==> src/rtl/three_axis_rate_pid_core_defines.svh <==
// ----------------------------------------------------------------------------
// Three-axis rate PID core: shared assertion macros
// Concurrent assertion wrappers used by the core and its lanes.
// ----------------------------------------------------------------------------
`ifndef THREE_AXIS_RATE_PID_CORE_DEFINES_SVH
`define THREE_AXIS_RATE_PID_CORE_DEFINES_SVH

// Same-cycle implication, disabled while reset is asserted
`define TRP_ASSERT_IMPL(label, clk, rst_n, ante, cons) \
	label: assert property (@(posedge clk) disable iff (!rst_n) (ante) |-> (cons)) \
		else $error("rate pid core: same-cycle check failed");

// Next-cycle implication, disabled while reset is asserted
`define TRP_ASSERT_NEXT(label, clk, rst_n, ante, cons) \
	label: assert property (@(posedge clk) disable iff (!rst_n) (ante) |=> (cons)) \
		else $error("rate pid core: next-cycle check failed");

`endif

==> src/rtl/trp_pkg.sv <==
// ----------------------------------------------------------------------------
// Three-axis rate PID package
// Fixed-point widths, register indexes and shared types.
// ----------------------------------------------------------------------------
`timescale 1ns / 1ps
`default_nettype none

package trp_pkg;

	// Format choices
	localparam int GAIN_FRAC_BITS = 10;
	localparam int RATE_WIDTH     = 16;

	// Fixed field widths
	localparam int AXES      = 3;
	localparam int GAIN_W    = 16;
	localparam int LIM_W     = 15;
	localparam int DRIVE_W   = 16;
	localparam int CFG_W     = 64;
	localparam int CFG_IDX_W = 2;
	localparam int TUNE_W    = 3 * GAIN_W + LIM_W;

	// Derived arithmetic widths
	localparam int ERR_W  = RATE_WIDTH + 1;
	localparam int DERR_W = RATE_WIDTH + 2;
	localparam int GSX_W  = GAIN_W + 1;
	localparam int PE_W   = ERR_W + GSX_W;
	localparam int DE_W   = DERR_W + GSX_W;
	localparam int INT_W  = LIM_W + GAIN_FRAC_BITS + 1;
	localparam int IACC_W = ((INT_W > PE_W) ? INT_W : PE_W) + 1;
	localparam int PD_W   = ((DE_W > PE_W) ? DE_W : PE_W) + 1;
	localparam int ACC_W  = ((PD_W > INT_W) ? PD_W : INT_W) + 1;

	// Register indexes
	localparam logic [CFG_IDX_W-1:0] REG_ROLL  = 2'd0;
	localparam logic [CFG_IDX_W-1:0] REG_PITCH = 2'd1;
	localparam logic [CFG_IDX_W-1:0] REG_YAW   = 2'd2;

	// One axis tuning word, bit 63 dropped
	typedef struct packed {
		logic [LIM_W-1:0]  lim;
		logic [GAIN_W-1:0] d;
		logic [GAIN_W-1:0] i;
		logic [GAIN_W-1:0] p;
	} trp_tuning_t;

	// Stage load strobes shared by all lanes
	typedef struct packed {
		logic ld_s1;
		logic ld_s2;
		logic ld_s3;
	} trp_stage_en_t;

endpackage

`default_nettype wire

==> src/rtl/trp_merge.sv <==
// ----------------------------------------------------------------------------
// Rate PID result merge
// Joins the three lane drives into one registered result transaction.
// ----------------------------------------------------------------------------
`timescale 1ns / 1ps
`default_nettype none

module trp_merge (
	input  wire logic                                          clk,
	input  wire logic                                          arst_n,
	input  wire logic                                          valid_s3,
	input  wire logic signed [trp_pkg::AXES-1:0][trp_pkg::DRIVE_W-1:0] lane_drive,
	input  wire logic                                          out_ready,
	output logic                                               out_valid,
	output logic                                               out_free,
	output logic signed [trp_pkg::DRIVE_W-1:0]                 roll_drive,
	output logic signed [trp_pkg::DRIVE_W-1:0]                 pitch_drive,
	output logic signed [trp_pkg::DRIVE_W-1:0]                 yaw_drive
);

	logic out_valid_q;
	logic load;

	// Output slot is free when empty or being taken this cycle
	assign out_free  = !out_valid_q || out_ready;
	assign load      = valid_s3 && out_free;
	assign out_valid = out_valid_q;

	always_ff @(posedge clk or negedge arst_n) begin
		if (!arst_n) begin
			out_valid_q <= 1'b0;
		end else if (out_free) begin
			out_valid_q <= valid_s3;
		end
	end

	always_ff @(posedge clk) begin
		if (load) begin
			roll_drive  <= lane_drive[0];
			pitch_drive <= lane_drive[1];
			yaw_drive   <= lane_drive[2];
		end
	end

endmodule

`default_nettype wire

==> config.mk <==
export PLATFORM = sky130hd
export DESIGN_NAME = trp_merge
export DESIGN_NICKNAME = d
export VERILOG_FILES = /design/src/rtl/three_axis_rate_pid_core_defines.svh /design/src/rtl/trp_pkg.sv /design/src/rtl/trp_merge.sv
export SDC_FILE = /design/constraint.sdc
export NUM_CORES = 1
export LEC_CHECK = 0
export BUFFER_PORTS_ARGS = -buffer_cell sky130_fd_sc_hd__buf_4
export CORE_ASPECT_RATIO = 1.2
export CORE_MARGIN = 2
export CORE_UTILIZATION = 35
export CTS_CLUSTER_SIZE = 25
export DETAILED_ROUTE_END_ITERATION = 6
export GPL_ROUTABILITY_DRIVEN = 0
export GPL_TIMING_DRIVEN = 0
export HOLD_SLACK_MARGIN = 0.1
export PLACE_DENSITY = 0.83
export SYNTH_ARGS = -nofsm -noshare
export SYNTH_HDL_FRONTEND = slang
export SYNTH_SLANG_ARGS = --single-unit
==> constraint.sdc <==
create_clock -name clk -period 1.2 [get_ports clk]
set_input_delay 0.18 -clock clk [delete_from_list [all_inputs] [get_ports clk]]
set_output_delay 0.18 -clock clk [all_outputs]
set_load 0.03 [all_outputs]
==> parameters.txt <==
Parameter                              Value

Power and ir drop
  Power share of the sequential group    about 53%
  Power per standard cell area    approximately 1300 mW/mm²
  Net switching fraction of the power    a little over a fifth
  Psw    roughly 0.00084 W
  Final Total Pwr    between 0.003 and 0.004 W
  Peak supply drop    around 1.0 mV
  Combinational Power Share    roughly 17%
  Share of power burned in the clock network    around 31%
  Leakage component of the power    1.236 nW
  Internal portion of total power    about 0.0030 W

Worst setup path
  Category of the most critical setup path    reg -> reg
  Data required time at the worst endpoint    between 1000 and 1500 ps
  Critical Path AT    1170 ps
  Sort of element at the end of the critical path    register
  Worst Path Max Fanout    24
  Critical Path Source Type    register

CTS
  CTS tree    yes
  Largest buffer count on any clock path    2
  Root buffer cell    sky130_fd_sc_hd__clkbuf_8
  Buffer count from post-CTS setup fixing    0
  Number of H-tree levels    2
  Clock latency reported for the late side of the worst-skew pair    approximately 290 ps
  Clock transition at the registers of the reported paths    roughly 80 ps
  Total CTS buffers    5
  Count of clock tree sinks    49

Floorplan
  Die boundary height    between 70 and 80 µm
  Full die area    approximately 0.0048 mm²
  Starting density of the core    between 30 and 40%
  Area of the core    between 0.004 and 0.005 mm²
  Top-Level Pins    a little over 100
  Die Width    63.67 µm
  Num rows    26

Global routing
  Total grt overflow    0
  GRT busiest layer    met2
  Met3 track utilization from global routing    5.465%
  Met2 usage in global routing    34.50%
  First-pass GRT wire length    5671 µm
  Met1 capacity usage during global routing    14.24%
  Aggregate global-route resource usage    16.45%
  Via count of the first global-routing pass    between 1,000 and 1,500
  Largest net degree at the start of global routing    25
  Initial antenna violation count    0

Logic synthesis
  Top cell type by total area after synthesis    sky130_fd_sc_hd__edfxtp_1
  Distinct cell type count after synthesis    5
  Top cell type's share of synthesized area    96.40%
  Share of the yosys chip area belonging to registers    slightly below 100%
  Avg Inst Size Synth    about 29 µm²
  Number of warnings issued by yosys    0
  Top cells by area in the synthesized netlist    sky130_fd_sc_hd__edfxtp_1 96%, sky130_fd_sc_hd__dfrtp_1 1.7%, sky130_fd_sc_hd__nand2b_4 0.92%
  Syn Inst Count    52
  Synthesized flop and latch total    49
  Cell area after synthesis    about 0.0015 mm²
  Nets in the synthesized netlist    104

STA
  Final number of setup-violating endpoints    29
  Final max-slew violation count    0
  Max Fclk    0.8293 GHz
  Remaining max-slew budget at the tightest pin    about 79%
  Total count of hold-check failures in the final report    0
  Hold slack final    ~150 ps
  Tmin final    about 1200 ps
  Measured slew at the worst slew-check pin    approximately 310 ps
  Ratio of final minimum period to clock period    100.5%
  Unrepaired setup endpoints after global routing    yes
  Final Worst Setup Slack    -5.836 ps
  Worst clock skew    6.345 ps

Detailed routing
  Per-cell via count in the routed design    between 4 and 5
  Total via count in the routed design    roughly 1,100
  Antenna violation net count after detailed routing    0
  Routed WL per cell    around 15 µm
  DRC Markers    0
  Initial drt markers    61
  Initial DRT Pass Iterations    2
  Total wire length    between 3000 and 4000 µm

Placement
  Placed cell count    approximately 210
  Number of buffers inserted by port buffering    ~100

Finish
  Total of fill cells in the finished design    ~290
  Area growth from synthesis to layout    96.65%
  Filler-free cell count of the finished design    267
  Layout Nets    ~260
  Antenna diode instance count    0
  Fraction of layout cells with a size suffix above 1    53.08%

Run
  Count of max-cap constraint violations    0

Outcome
  Violations in the final reports    setup timing
  Outcome    finished, violations left

Hold path
  Tightest Hold Check Type    in -> reg
==> cells in the mapped netlist <==
| master | count |
|---|---|
| sky130_fd_sc_hd__and2_4 | 1 |
| sky130_fd_sc_hd__nand2b_1 | 1 |
| sky130_fd_sc_hd__edfxtp_1 | 48 |
| sky130_fd_sc_hd__nand2b_4 | 1 |
| sky130_fd_sc_hd__dfrtp_1 | 1 |
==> area by class of cell <==
class / count / area [µm²] / area share [%]
sequential: 49 / 1468 / 49.91
timing repair buffer: 150 / 1249 / 42.47
clock buffer: 7 / 86.33 / 2.936
tap: 56 / 70.07 / 2.383
multi-input combinational: 4 / 37.54 / 1.277
clock inverter: 1 / 30.03 / 1.021
==> power groups by stage <==
stage	Sequential, W	Clock, W	Combinational (W)
6_report	0.00202	0.00117	0.000640
5_1_grt	0.00203	0.00128	0.000670
4_1_cts	0.00202	0.00120	0.000642
3_5_place_dp	0.00206	0	0.000507
3_3_place_gp	0.00205	0	0.000494
2_1_floorplan	0.00224	0	0.0000434
==> worst max-delay path, stage by stage, from the launching register on <==
cell and delay [ps]:
sky130_fd_sc_hd__dfrtp_2 440, sky130_fd_sc_hd__nand2b_4 90, sky130_fd_sc_hd__and2_4 350
==> timing repair <==
action	4_1_cts	5_1_grt
endpoints found under the hold margin	49	0
gates cloned	1	0
setup endpoints to repair	48	49
resized for setup	1	0
pin swaps	2	1
hold buffers	49	0
==> worst paths after layout <==
kind / from / to / slack (ps) / cells after the start
setup / recovery: out_valid$_DFFE_PN0P_ / pitch_drive[7]$_DFFE_PP_ / -6 / 2
hold / removal: valid_s3 / out_valid$_DFFE_PN0P_ / 150 / 2
setup reg to reg: out_valid$_DFFE_PN0P_ / pitch_drive[7]$_DFFE_PP_ / -6 / 2
hold reg to reg: out_valid$_DFFE_PN0P_ / out_valid$_DFFE_PN0P_ / 610 / 2
max in group asynchronous: arst_n / out_valid$_DFFE_PN0P_ / 900 / 2
min in group asynchronous: arst_n / out_valid$_DFFE_PN0P_ / 200 / 2
==> metal layers <==
metal	part of all wire, %	up-vias
met1	31	509
met4	1.6	0
met3	6.8	6
li1	-	523
met2	61	62
met5	0	-
==> logic make-up (layout without fill, tap and decap cells) <==
group / after synthesis / after routing / synth area share, %
buf+inv: 0 / 158 / 0
simple gates: 3 / 4 / 1.925
flops: 49 / 49 / 98.07
==> stage by stage <==
step / area, µm² / setup WS [ps] / setup TNS [ps] / utilization, %
4_1_cts: 2940 / -21.72 / -846.6 / 70.07
3_3_place_gp: 2325 / -180.8 / -8607 / 55.40
5_1_grt: 2940 / -58.69 / -2455 / 70.07
2_1_floorplan: 1496 / -256.0 / -12290 / -
6_report: 2940 / -5.836 / -79.83 / 70.07
3_5_place_dp: 2325 / -227.0 / -10840 / 55.40
==> cell usage in the layout, fill, tap and decap left out <==
cell type	n
sky130_fd_sc_hd__clkbuf_8	6
sky130_fd_sc_hd__nand2b_1	1
sky130_fd_sc_hd__dfrtp_2	1
sky130_fd_sc_hd__bufinv_16	1
sky130_fd_sc_hd__clkbuf_1	1
sky130_fd_sc_hd__edfxtp_1	48
sky130_fd_sc_hd__dlygate4sd3_1	49
sky130_fd_sc_hd__and2_4	2
sky130_fd_sc_hd__nand2b_4	1
sky130_fd_sc_hd__buf_4	101
==> sequential cells by signal, summed over array words and instances (netlist names) <==
signal / cells
out_valid: 1
pitch_drive: 16
roll_drive: 16
yaw_drive: 16
Note: power is estimated with default switching activity, not from simulation.
